--- src/sv/dstt_pkg.sv ---
// Shared types, constants and helpers for the decimal seconds to ticks converter.
`default_nettype none

package dstt_pkg;

    localparam int WholeW = 64;
    localparam int FreqW  = 32;
    localparam int FracW  = 10;
    localparam int FdigW  = 2;
    localparam int CharW  = 8;
    localparam int StatW  = 2;
    // frac * freq is below 1000 * 2^32, so 42 bits hold it
    localparam int DivW   = 42;
    localparam int RemW   = 10;
    localparam int CntW   = $clog2(DivW);

    localparam logic [FreqW-1:0] FreqReset     = 32'd10000000;
    localparam logic [CharW-1:0] CharZero      = 8'h30;
    localparam logic [CharW-1:0] CharNine      = 8'h39;
    localparam logic [CharW-1:0] CharDot       = 8'h2e;
    localparam logic [FdigW-1:0] MaxFracDigits = 2'd3;

    localparam logic [StatW-1:0] ST_OK        = 2'd0;
    localparam logic [StatW-1:0] ST_MALFORMED = 2'd1;
    localparam logic [StatW-1:0] ST_ZERO_FREQ = 2'd2;

    localparam logic [2:0] OP_NONE     = 3'd0;
    localparam logic [2:0] OP_MUL_LO   = 3'd1;
    localparam logic [2:0] OP_MUL_HI   = 3'd2;
    localparam logic [2:0] OP_MUL_FRAC = 3'd3;
    localparam logic [2:0] OP_DIV_LOAD = 3'd4;
    localparam logic [2:0] OP_DIV_STEP = 3'd5;
    localparam logic [2:0] OP_SUM      = 3'd6;
    localparam logic [2:0] OP_LOAD     = 3'd7;

    typedef struct packed {
        logic       parse;
        logic [2:0] op;
    } t_dp_cmd;

    typedef struct packed {
        logic err;
        logic freq_zero;
        logic div_last;
        logic out_busy;
    } t_dp_stat;

    function automatic logic [RemW-1:0] digit_divisor(input logic [FdigW-1:0] fdig);
        logic [RemW-1:0] s;
        case (fdig)
            2'd0: s = 10'd1;
            2'd1: s = 10'd10;
            2'd2: s = 10'd100;
            2'd3: s = 10'd1000;
            default: s = 10'd1;
        endcase
        return s;
    endfunction

endpackage

`default_nettype wire

--- src/sv/dstt_if.sv ---
// Valid/ready channel interfaces: character input, result output, frequency write.
`default_nettype none

interface dstt_in_if import dstt_pkg::*; ();
    logic             valid;
    logic             ready;
    logic [CharW-1:0] char_code;
    logic             last_char;

    modport source (output valid, output char_code, output last_char, input ready);
    modport sink   (input valid, input char_code, input last_char, output ready);
endinterface

interface dstt_out_if import dstt_pkg::*; ();
    logic              valid;
    logic              ready;
    logic [WholeW-1:0] tick_count;
    logic [WholeW-1:0] secs_int;
    logic [StatW-1:0]  status;
    logic              overflow;

    modport source (output valid, output tick_count, output secs_int,
                    output status, output overflow, input ready);
    modport sink   (input valid, input tick_count, input secs_int,
                    input status, input overflow, output ready);
endinterface

interface dstt_cfg_if import dstt_pkg::*; ();
    logic             valid;
    logic             ready;
    logic [FreqW-1:0] data;

    modport source (output valid, output data, input ready);
    modport sink   (input valid, input data, output ready);
endinterface

`default_nettype wire

--- src/sv/dstt_datapath.sv ---
// Datapath: parse accumulators, shared 32x32 multiplier, serial divider, result register.
`default_nettype none

module dstt_datapath import dstt_pkg::*; (
    input  wire logic              i_clk,
    input  wire logic              i_rst_n,
    input  wire t_dp_cmd           i_cmd,
    output t_dp_stat               o_stat,
    input  wire logic [CharW-1:0]  i_char_code,
    input  wire logic              i_cfg_valid,
    input  wire logic [FreqW-1:0]  i_cfg_data,
    output logic                   o_res_valid,
    input  wire logic              i_res_ready,
    output logic [WholeW-1:0]      o_tick_count,
    output logic [WholeW-1:0]      o_secs_int,
    output logic [StatW-1:0]       o_status,
    output logic                   o_overflow
);

    logic [FreqW-1:0]  r_freq;
    logic [WholeW-1:0] r_whole, n_whole;
    logic [FracW-1:0]  r_frac, n_frac;
    logic [FdigW-1:0]  r_fdig, n_fdig;
    logic              r_dot, n_dot;
    logic              r_err, n_err;
    logic              r_wrap, n_wrap;

    logic [WholeW-1:0] r_prod;
    logic [WholeW-1:0] r_hi;
    logic [DivW-1:0]   r_quo;
    logic [RemW-1:0]   r_rem;
    logic [CntW-1:0]   r_cnt;
    logic [WholeW-1:0] r_ticks;
    logic              r_out_valid;

    logic              is_dot, is_digit;
    logic [3:0]        digit;
    logic [WholeW+3:0] whole_x10;
    logic [FreqW-1:0]  mul_a;
    logic [WholeW-1:0] mul_p;
    logic [95:0]       hi_full;
    logic [RemW:0]     trial;
    logic [RemW-1:0]   scale;
    logic              q_bit;
    logic [WholeW:0]   sum_full;

    assign is_dot    = (i_char_code == CharDot);
    assign is_digit  = (i_char_code >= CharZero) && (i_char_code <= CharNine);
    assign digit     = 4'(i_char_code - CharZero);
    assign whole_x10 = ({4'b0, r_whole} << 3) + ({4'b0, r_whole} << 1) + 68'(digit);

    always_comb begin
        case (i_cmd.op)
            OP_MUL_LO: mul_a = r_whole[31:0];
            OP_MUL_HI: mul_a = r_whole[63:32];
            default:   mul_a = {{(FreqW-FracW){1'b0}}, r_frac};
        endcase
    end
    assign mul_p    = mul_a * r_freq;
    assign hi_full  = {32'b0, r_hi} + {r_prod, 32'b0};

    assign scale    = digit_divisor(r_fdig);
    assign trial    = {r_rem, r_quo[DivW-1]};
    assign q_bit    = (trial >= {1'b0, scale});
    assign sum_full = {1'b0, r_hi} + (WholeW+1)'(r_quo);

    always_comb begin
        n_whole = r_whole;
        n_frac  = r_frac;
        n_fdig  = r_fdig;
        n_dot   = r_dot;
        n_err   = r_err;
        n_wrap  = r_wrap;
        if (i_cmd.parse && !r_err) begin
            if (is_dot) begin
                if (r_dot) n_err = 1'b1;
                else       n_dot = 1'b1;
            end else if (!is_digit) begin
                n_err = 1'b1;
            end else if (!r_dot) begin
                if (|whole_x10[WholeW+3:WholeW]) n_wrap = 1'b1;
                n_whole = whole_x10[WholeW-1:0];
            end else if (r_fdig == MaxFracDigits) begin
                n_err = 1'b1;
            end else begin
                // at most three digits, so 999 fits
                n_frac = FracW'(({4'b0, r_frac} << 3) + ({4'b0, r_frac} << 1)
                                + 14'(digit));
                n_fdig = r_fdig + 2'd1;
            end
        end
        case (i_cmd.op)
            OP_MUL_FRAC: if (|hi_full[95:WholeW]) n_wrap = 1'b1;
            OP_SUM:      if (sum_full[WholeW]) n_wrap = 1'b1;
            OP_LOAD: begin
                n_whole = '0;
                n_frac  = '0;
                n_fdig  = '0;
                n_dot   = 1'b0;
                n_err   = 1'b0;
                n_wrap  = 1'b0;
            end
            default: ;
        endcase
    end

    always_ff @(posedge i_clk) begin
        if (!i_rst_n) begin
            r_freq      <= FreqReset;
            r_whole     <= '0;
            r_frac      <= '0;
            r_fdig      <= '0;
            r_dot       <= 1'b0;
            r_err       <= 1'b0;
            r_wrap      <= 1'b0;
            r_cnt       <= '0;
            r_out_valid <= 1'b0;
        end else begin
            if (i_cfg_valid) r_freq <= i_cfg_data;
            r_whole <= n_whole;
            r_frac  <= n_frac;
            r_fdig  <= n_fdig;
            r_dot   <= n_dot;
            r_err   <= n_err;
            r_wrap  <= n_wrap;
            if (i_cmd.op == OP_DIV_LOAD)      r_cnt <= '0;
            else if (i_cmd.op == OP_DIV_STEP) r_cnt <= r_cnt + 1'b1;
            if (i_cmd.op == OP_LOAD)  r_out_valid <= 1'b1;
            else if (i_res_ready)     r_out_valid <= 1'b0;
        end
    end

    // arithmetic payload, no reset needed
    always_ff @(posedge i_clk) begin
        case (i_cmd.op)
            OP_MUL_LO: r_prod <= mul_p;
            OP_MUL_HI: begin
                r_hi   <= r_prod;
                r_prod <= mul_p;
            end
            OP_MUL_FRAC: begin
                r_hi   <= hi_full[WholeW-1:0];
                r_prod <= mul_p;
            end
            OP_DIV_LOAD: begin
                r_quo <= r_prod[DivW-1:0];
                r_rem <= '0;
            end
            OP_DIV_STEP: begin
                r_quo <= {r_quo[DivW-2:0], q_bit};
                r_rem <= q_bit ? RemW'(trial - {1'b0, scale}) : trial[RemW-1:0];
            end
            OP_SUM: r_ticks <= sum_full[WholeW-1:0];
            OP_LOAD: begin
                if (r_freq == '0) begin
                    o_status     <= ST_ZERO_FREQ;
                    o_tick_count <= '0;
                    o_secs_int   <= '0;
                    o_overflow   <= 1'b0;
                end else if (r_err) begin
                    o_status     <= ST_MALFORMED;
                    o_tick_count <= '0;
                    o_secs_int   <= '0;
                    o_overflow   <= 1'b0;
                end else begin
                    o_status     <= ST_OK;
                    o_tick_count <= r_ticks;
                    o_secs_int   <= r_whole;
                    o_overflow   <= r_wrap;
                end
            end
            default: ;
        endcase
    end

    assign o_res_valid      = r_out_valid;
    assign o_stat.err       = r_err;
    assign o_stat.freq_zero = (r_freq == '0);
    assign o_stat.div_last  = (r_cnt == CntW'(DivW - 1));
    assign o_stat.out_busy  = r_out_valid && !i_res_ready;

    a_cnt_steps: assert property (@(posedge i_clk) disable iff (!i_rst_n)
        (i_cmd.op == OP_DIV_STEP && !o_stat.div_last) |=> (r_cnt == $past(r_cnt) + 1'b1))
        else $error("divider step count did not advance");
    a_res_hold: assert property (@(posedge i_clk) disable iff (!i_rst_n)
        (r_out_valid && !i_res_ready) |=> (r_out_valid && $stable(o_tick_count)))
        else $error("pending result changed");
    a_clear: assert property (@(posedge i_clk) disable iff (!i_rst_n)
        (i_cmd.op == OP_LOAD) |=> (!r_err && !r_dot && r_fdig == '0 && !r_wrap))
        else $error("parse state not cleared after result");

endmodule

`default_nettype wire

--- src/sv/dstt_ctrl.sv ---
// Controller: sequences character parsing, multiply, divide, sum and result load.
`default_nettype none

module dstt_ctrl import dstt_pkg::*; (
    input  wire logic     i_clk,
    input  wire logic     i_rst_n,
    input  wire logic     i_in_valid,
    input  wire logic     i_in_last,
    output logic          o_in_ready,
    input  wire t_dp_stat i_stat,
    output t_dp_cmd       o_cmd
);

    localparam logic [3:0] S_IDLE     = 4'd0;
    localparam logic [3:0] S_CHECK    = 4'd1;
    localparam logic [3:0] S_MUL_LO   = 4'd2;
    localparam logic [3:0] S_MUL_HI   = 4'd3;
    localparam logic [3:0] S_MUL_FRAC = 4'd4;
    localparam logic [3:0] S_DIV_LOAD = 4'd5;
    localparam logic [3:0] S_DIV      = 4'd6;
    localparam logic [3:0] S_SUM      = 4'd7;
    localparam logic [3:0] S_LOAD     = 4'd8;

    logic [3:0] r_state, n_state;
    logic       accept;

    assign o_in_ready = (r_state == S_IDLE);
    assign accept     = o_in_ready && i_in_valid;

    always_comb begin
        n_state     = r_state;
        o_cmd.parse = 1'b0;
        o_cmd.op    = OP_NONE;
        case (r_state)
            S_IDLE: begin
                o_cmd.parse = accept;
                if (accept && i_in_last) n_state = S_CHECK;
            end
            S_CHECK: begin
                if (i_stat.err || i_stat.freq_zero) n_state = S_LOAD;
                else                                n_state = S_MUL_LO;
            end
            S_MUL_LO: begin
                o_cmd.op = OP_MUL_LO;
                n_state  = S_MUL_HI;
            end
            S_MUL_HI: begin
                o_cmd.op = OP_MUL_HI;
                n_state  = S_MUL_FRAC;
            end
            S_MUL_FRAC: begin
                o_cmd.op = OP_MUL_FRAC;
                n_state  = S_DIV_LOAD;
            end
            S_DIV_LOAD: begin
                o_cmd.op = OP_DIV_LOAD;
                n_state  = S_DIV;
            end
            S_DIV: begin
                o_cmd.op = OP_DIV_STEP;
                if (i_stat.div_last) n_state = S_SUM;
            end
            S_SUM: begin
                o_cmd.op = OP_SUM;
                n_state  = S_LOAD;
            end
            S_LOAD: begin
                // wait for the output register to free up
                if (!i_stat.out_busy) begin
                    o_cmd.op = OP_LOAD;
                    n_state  = S_IDLE;
                end
            end
            default: n_state = S_IDLE;
        endcase
    end

    always_ff @(posedge i_clk) begin
        if (!i_rst_n) begin
            r_state <= S_IDLE;
        end else begin
            r_state <= n_state;
        end
    end

    a_last_check: assert property (@(posedge i_clk) disable iff (!i_rst_n)
        (accept && i_in_last) |=> (r_state == S_CHECK))
        else $error("final character beat did not start conversion");
    a_err_short: assert property (@(posedge i_clk) disable iff (!i_rst_n)
        (r_state == S_CHECK && (i_stat.err || i_stat.freq_zero)) |=> (r_state == S_LOAD))
        else $error("error string entered arithmetic");
    a_div_end: assert property (@(posedge i_clk) disable iff (!i_rst_n)
        (r_state == S_DIV && i_stat.div_last) |=> (r_state == S_SUM))
        else $error("divider did not finish");
    a_load_done: assert property (@(posedge i_clk) disable iff (!i_rst_n)
        (r_state == S_LOAD && !i_stat.out_busy) |=> (r_state == S_IDLE))
        else $error("result load did not return to idle");

endmodule

`default_nettype wire

--- src/sv/decimal_seconds_to_ticks.sv ---
// Decimal seconds string to timer ticks converter, top level.
// Flow: after the final character beat the string is checked; an error goes straight to the
//   result load, else 3 multiply passes, a 42-step divider and a sum come before the load.
// Throughput: one character per cycle within a string; after a final beat no new beat is
//   taken until the result is loaded, and the load waits while a pending result is stalled.
// Reset (synchronous, active low): parse state cleared, no result pending, frequency 10000000.
`default_nettype none

module decimal_seconds_to_ticks import dstt_pkg::*; (
    input  wire logic   i_clk,
    input  wire logic   i_rst_n,
    dstt_in_if.sink     i_in,
    dstt_cfg_if.sink    i_cfg,
    dstt_out_if.source  o_res
);

    t_dp_cmd  cmd;
    t_dp_stat stat;
    logic     in_ready;

    assign i_in.ready  = in_ready;
    assign i_cfg.ready = 1'b1;

    dstt_ctrl u_ctrl (
        .i_clk      (i_clk),
        .i_rst_n    (i_rst_n),
        .i_in_valid (i_in.valid),
        .i_in_last  (i_in.last_char),
        .o_in_ready (in_ready),
        .i_stat     (stat),
        .o_cmd      (cmd)
    );

    dstt_datapath u_dp (
        .i_clk        (i_clk),
        .i_rst_n      (i_rst_n),
        .i_cmd        (cmd),
        .o_stat       (stat),
        .i_char_code  (i_in.char_code),
        .i_cfg_valid  (i_cfg.valid),
        .i_cfg_data   (i_cfg.data),
        .o_res_valid  (o_res.valid),
        .i_res_ready  (o_res.ready),
        .o_tick_count (o_res.tick_count),
        .o_secs_int   (o_res.secs_int),
        .o_status     (o_res.status),
        .o_overflow   (o_res.overflow)
    );

endmodule

`default_nettype wire
--- src/flat_wrapper.sv ---
// flat-port wrapper written by rule: the top's interface ports become plain ports
module decimal_seconds_to_ticks_flat import dstt_pkg::*;
  (i_clk, i_rst_n, i_in_valid, i_in_char_code, i_in_last_char, i_in_ready, i_cfg_valid, i_cfg_data, i_cfg_ready, o_res_valid, o_res_tick_count, o_res_secs_int, o_res_status, o_res_overflow, o_res_ready);
  dstt_in_if i_in_i ();
  dstt_cfg_if i_cfg_i ();
  dstt_out_if o_res_i ();
  input  wire logic i_clk;
  input  wire logic i_rst_n;
  input wire logic [$bits(i_in_i.valid)-1:0] i_in_valid;
  input wire logic [$bits(i_in_i.char_code)-1:0] i_in_char_code;
  input wire logic [$bits(i_in_i.last_char)-1:0] i_in_last_char;
  output wire logic [$bits(i_in_i.ready)-1:0] i_in_ready;
  input wire logic [$bits(i_cfg_i.valid)-1:0] i_cfg_valid;
  input wire logic [$bits(i_cfg_i.data)-1:0] i_cfg_data;
  output wire logic [$bits(i_cfg_i.ready)-1:0] i_cfg_ready;
  output wire logic [$bits(o_res_i.valid)-1:0] o_res_valid;
  output wire logic [$bits(o_res_i.tick_count)-1:0] o_res_tick_count;
  output wire logic [$bits(o_res_i.secs_int)-1:0] o_res_secs_int;
  output wire logic [$bits(o_res_i.status)-1:0] o_res_status;
  output wire logic [$bits(o_res_i.overflow)-1:0] o_res_overflow;
  input wire logic [$bits(o_res_i.ready)-1:0] o_res_ready;
  assign i_in_i.valid = i_in_valid;
  assign i_in_i.char_code = i_in_char_code;
  assign i_in_i.last_char = i_in_last_char;
  assign i_in_ready = i_in_i.ready;
  assign i_cfg_i.valid = i_cfg_valid;
  assign i_cfg_i.data = i_cfg_data;
  assign i_cfg_ready = i_cfg_i.ready;
  assign o_res_valid = o_res_i.valid;
  assign o_res_tick_count = o_res_i.tick_count;
  assign o_res_secs_int = o_res_i.secs_int;
  assign o_res_status = o_res_i.status;
  assign o_res_overflow = o_res_i.overflow;
  assign o_res_i.ready = o_res_ready;
  decimal_seconds_to_ticks u_core (.i_clk(i_clk), .i_rst_n(i_rst_n), .i_in(i_in_i), .i_cfg(i_cfg_i), .o_res(o_res_i));
endmodule
--- config.mk ---
export PLATFORM = sky130hd
export DESIGN_NAME = decimal_seconds_to_ticks_flat
export DESIGN_NICKNAME = d
export VERILOG_FILES = /design/src/sv/dstt_pkg.sv /design/src/sv/dstt_if.sv /design/src/sv/dstt_datapath.sv /design/src/sv/dstt_ctrl.sv /design/src/sv/decimal_seconds_to_ticks.sv /design/src/flat_wrapper.sv
export SDC_FILE = /design/constraint.sdc
export NUM_CORES = 2
export LEC_CHECK = 0
export BUFFER_PORTS_ARGS = -buffer_cell sky130_fd_sc_hd__clkbuf_2
export CAP_MARGIN = 10
export CORE_ASPECT_RATIO = 1.4
export CORE_MARGIN = 1.5
export CORE_UTILIZATION = 35
export CTS_CLUSTER_DIAMETER = 80
export CTS_CLUSTER_SIZE = 14
export DETAILED_ROUTE_END_ITERATION = 6
export HOLD_SLACK_MARGIN = 0.06
export PLACE_DENSITY = 0.49
export SYNTH_ARGS = -nofsm -noshare
export SYNTH_HDL_FRONTEND = slang
export SYNTH_SLANG_ARGS = --single-unit
--- constraint.sdc ---
create_clock -name i_clk -period 28.9 [get_ports i_clk]
set_input_delay 5.78 -clock i_clk [delete_from_list [all_inputs] [get_ports i_clk]]
set_output_delay 5.78 -clock i_clk [all_outputs]
set_load 0.03 [all_outputs]
==> reports/results.txt <==
Switching share of power -> 27.20%
Tcrit/Tclk final -> 36.42%
Initial DRT Pass Iterations -> 5
Drt first-iter violations -> 2,766
TritonCTS Buffers -> 47
Placed cell area -> 0.06544 sq mm
Gr usage total -> 21.45%
Worst Path Max Fanout -> 34
Clock transition at path regs -> 70 ps
Post-DP HPWL -> 147.9 mm
Hold_buf cts -> 0
Routed Wire Length -> 191.6 mm
Post-synth EDFFs -> 375
Pwr dens -> 23.78 mW/mm^2
Crit path setup slack, layout -> 18,370 ps
CTS tree -> built
Die height -> 502.1 um
Synthesis-stage register bit count -> 497
Synth top area share -> 29.03%
Largest net degree at the start of global routing -> 132
Vias in the first global route -> 49,500
P_leak -> 30.92 nW
CP max stage delay -> 730 ps
Final Skew -> 19.88 ps
Final Hold Viols -> 0
Internal power -> 1.159 mW
Fin area -> 0.06695 sq mm
Cell taking the most area after synthesis -> fa_1
Final Non-Filler Cells -> 8,893
Most common cell after layout, fill and taps aside -> inv_1
Net load switching power -> 0.4330 mW
CP max stage cell -> nor2_4
Clk Latency, worst-skew pair -> 660 ps
Clock Path Buffers -> 3
GRT overflow -> 0
Initial core utilization -> 35.13%
Area growth, synth to finish -> 7.522%
Antenna Nets Post-Route -> 0
Routed WL per cell -> 21.54 um
Layout cell share with drive strength beyond 1 -> 5.764%
Max cap viols -> 0
Worst reg2reg path depth -> 31
Die Area -> 0.1805 sq mm
Distinct cells, synth -> 81
FP Rows -> 183
Min cycle time layout -> 10,530 ps
Req. time, crit path -> 29,310 ps
Max rail drop VDD -> 43.18 uV
RSZ-0062 raised after global routing -> false
Ys async rst share -> 0%
Post-CTS Setup Bufs -> 0
Final setup vio count -> 0
DRC Markers -> 0
Seq/Total Area, Yosys -> 22.01%
Worst hold path type -> register to register
CP Class -> register to register
Main synth FF type -> edfxtp_1
Hold depth -> 2
Mapped cell area -> 0.06226 sq mm
Outcome -> finished, final reports clean
Gate Count Post-Synth -> 6,588
Clk pwr share -> 40.3%
Final Power -> 1.592 mW
Most common cell on crit path -> fa_1
Initial antenna violation count -> 11
Commonest non-fill, non-tap cells in the layout -> 917 x inv_1, 903 x fa_1, 885 x nand2_1
Core region area -> 0.1772 sq mm
Least-Margin Pin Slew -> 1158 ps
Synth warn -> 0
Post-Syn Area per Cell -> 9.451 sq um
CP endpoint kind -> register
Die width -> 359.5 um
Clk root buf -> clkbuf_16
Vias -> 46,190
Startpoint types -> register
Syn nets -> 8,031
Fin. max-slew vios -> 0
CTS H-tree depth -> 2
Post-Place Setup Slack -> 18,350 ps
Fmax -> 95.01 MHz
Setup TNS -> 0 ps
Cells after DPL -> 8,815
Boundary pin count -> 180
Sequential share of power -> 50.7%
Worst slew margin -> 21.74%
Critical path arrival -> 10,930 ps
First-pass GRT wire length -> 296.9 mm
# clock sinks -> 497
Fin nets -> 7,995
Fillers -> 18,070
Synth top area cells -> fa_1 29%, edfxtp_1 18%, ha_1 9.9%
CTS resizes -> 0
DR vias/cell -> 5.194
IO Port Bufs -> 178
GP Congestion -> 0.9091
Combinational power share -> 9.0%
## area by class of cell
class,instances,area (sq um),area share (%)
Clock inverter,17,264.0,0.3943
Antenna cell,6,15.01,0.02243
Tap cell,2312,2893,4.321
Clock buffer,55,1227,1.833
Sequential cell,497,13710,20.49
Multi-Input combinational cell,4834,43920,65.61
Timing Repair Buffer,254,1461,2.183
Inverter,918,3451,5.155
## flip-flops by register name (all words and copies together), names as in the netlist
name and flops:
u_core.u_dp.o_secs_int 64, u_core.u_dp.o_tick_count 64, u_core.u_dp.r_hi 64, u_core.u_dp.r_prod 64, u_core.u_dp.r_ticks 64, u_core.u_dp.r_whole 64, u_core.u_dp.r_quo 42, u_core.u_dp.r_freq 32
u_core.u_dp.r_frac 10, u_core.u_dp.r_rem 10, u_core.u_dp.r_cnt 6, u_core.u_ctrl.r_state 4, u_core.u_dp.o_status 2, u_core.u_dp.r_fdig 2, u_core.u_dp.o_overflow 1, u_core.u_dp.o_res_valid 1
u_core.u_dp.r_dot 1, u_core.u_dp.r_err 1, u_core.u_dp.r_wrap 1
## power groups by stage
| stage | combinational (mW) | clock [mW] | sequential [mW] |
|---|---|---|---|
| 6_report | 0.144 | 0.641 | 0.807 |
| 5_1_grt | 0.158 | 0.689 | 0.808 |
| 4_1_cts | 0.145 | 0.671 | 0.806 |
| 3_5_place_dp | 0.145 | 0 | 0.822 |
| 3_3_place_gp | 0.144 | 0 | 0.822 |
| 2_1_floorplan | 0.0948 | 0 | 0.809 |
## cells by family after synthesis
family	Yosys count	share of synthesized area, %
AO/OA/AOI/OAI	909	9.328
XOR/XNOR	221	3.109
adder cells (fa/ha/maj)	1397	38.96
buffers and inverters	1257	7.592
flip-flops	497	22.01
multiplexers	51	0.8199
other	1	0.006023
AND/OR/NAND/NOR	2255	18.18
## routing by layer
layer	wire length, um	share of wire [%]	global-route usage [%]	vias up
met4	8580	4.5	8.809	0
met3	6552	3.4	1.539	307
li1	-	-	-	21140
met1	76070	40	25.03	23710
met5	0	0	0	-
met2	100400	52	40.37	1030
## critical path: cells and delay by family, from the launching register on
kind                       cells  cell delay (ps)
AOI/OAI and AO/OA             10             3650
adders and majority gates      9             3670
buffers and inverters          5              470
DFF                            1              560
and+or+nand+nor                7             1890
## Yosys cell counts, types with 41 or more instances
library cell and instances:
a211oi_1 41, a21o_1 110, a21oi_1 292, and2_1 769, clkbuf_1 327, dfxtp_1 122
edfxtp_1 375, fa_1 903, ha_1 494, inv_1 918, mux2i_1 51, nand2_1 886
nand3_1 74, nand4_1 50, nor2_1 207, nor2b_1 57, nor3_1 47, o21a_1 43
o21ai_0 181, xnor2_1 149, xor2_1 72
## worst paths after layout
check	start	to	slack, ps
max	u_core.u_ctrl.r_state[1]$_SDFFE_PN0P_	u_core.u_dp.r_prod[62]$_DFFE_PP_	18370
min	u_core.u_dp.r_freq[23]$_SDFFE_PN1P_	u_core.u_dp.r_freq[23]$_SDFFE_PN1P_	470
max reg2reg	u_core.u_ctrl.r_state[1]$_SDFFE_PN0P_	u_core.u_dp.r_prod[62]$_DFFE_PP_	18370
min reg2reg	u_core.u_dp.r_freq[23]$_SDFFE_PN1P_	u_core.u_dp.r_freq[23]$_SDFFE_PN1P_	470
## through the flow
step,utilization (%),hold WS (ps)
after global routing,37.77,507.3
after global placement,36.93,458.1
after floorplan,-,458.5
final,37.78,472.9
after CTS,37.77,477.9
after detailed placement,36.93,460.4
Note: power is estimated with default switching activity, not from simulation.
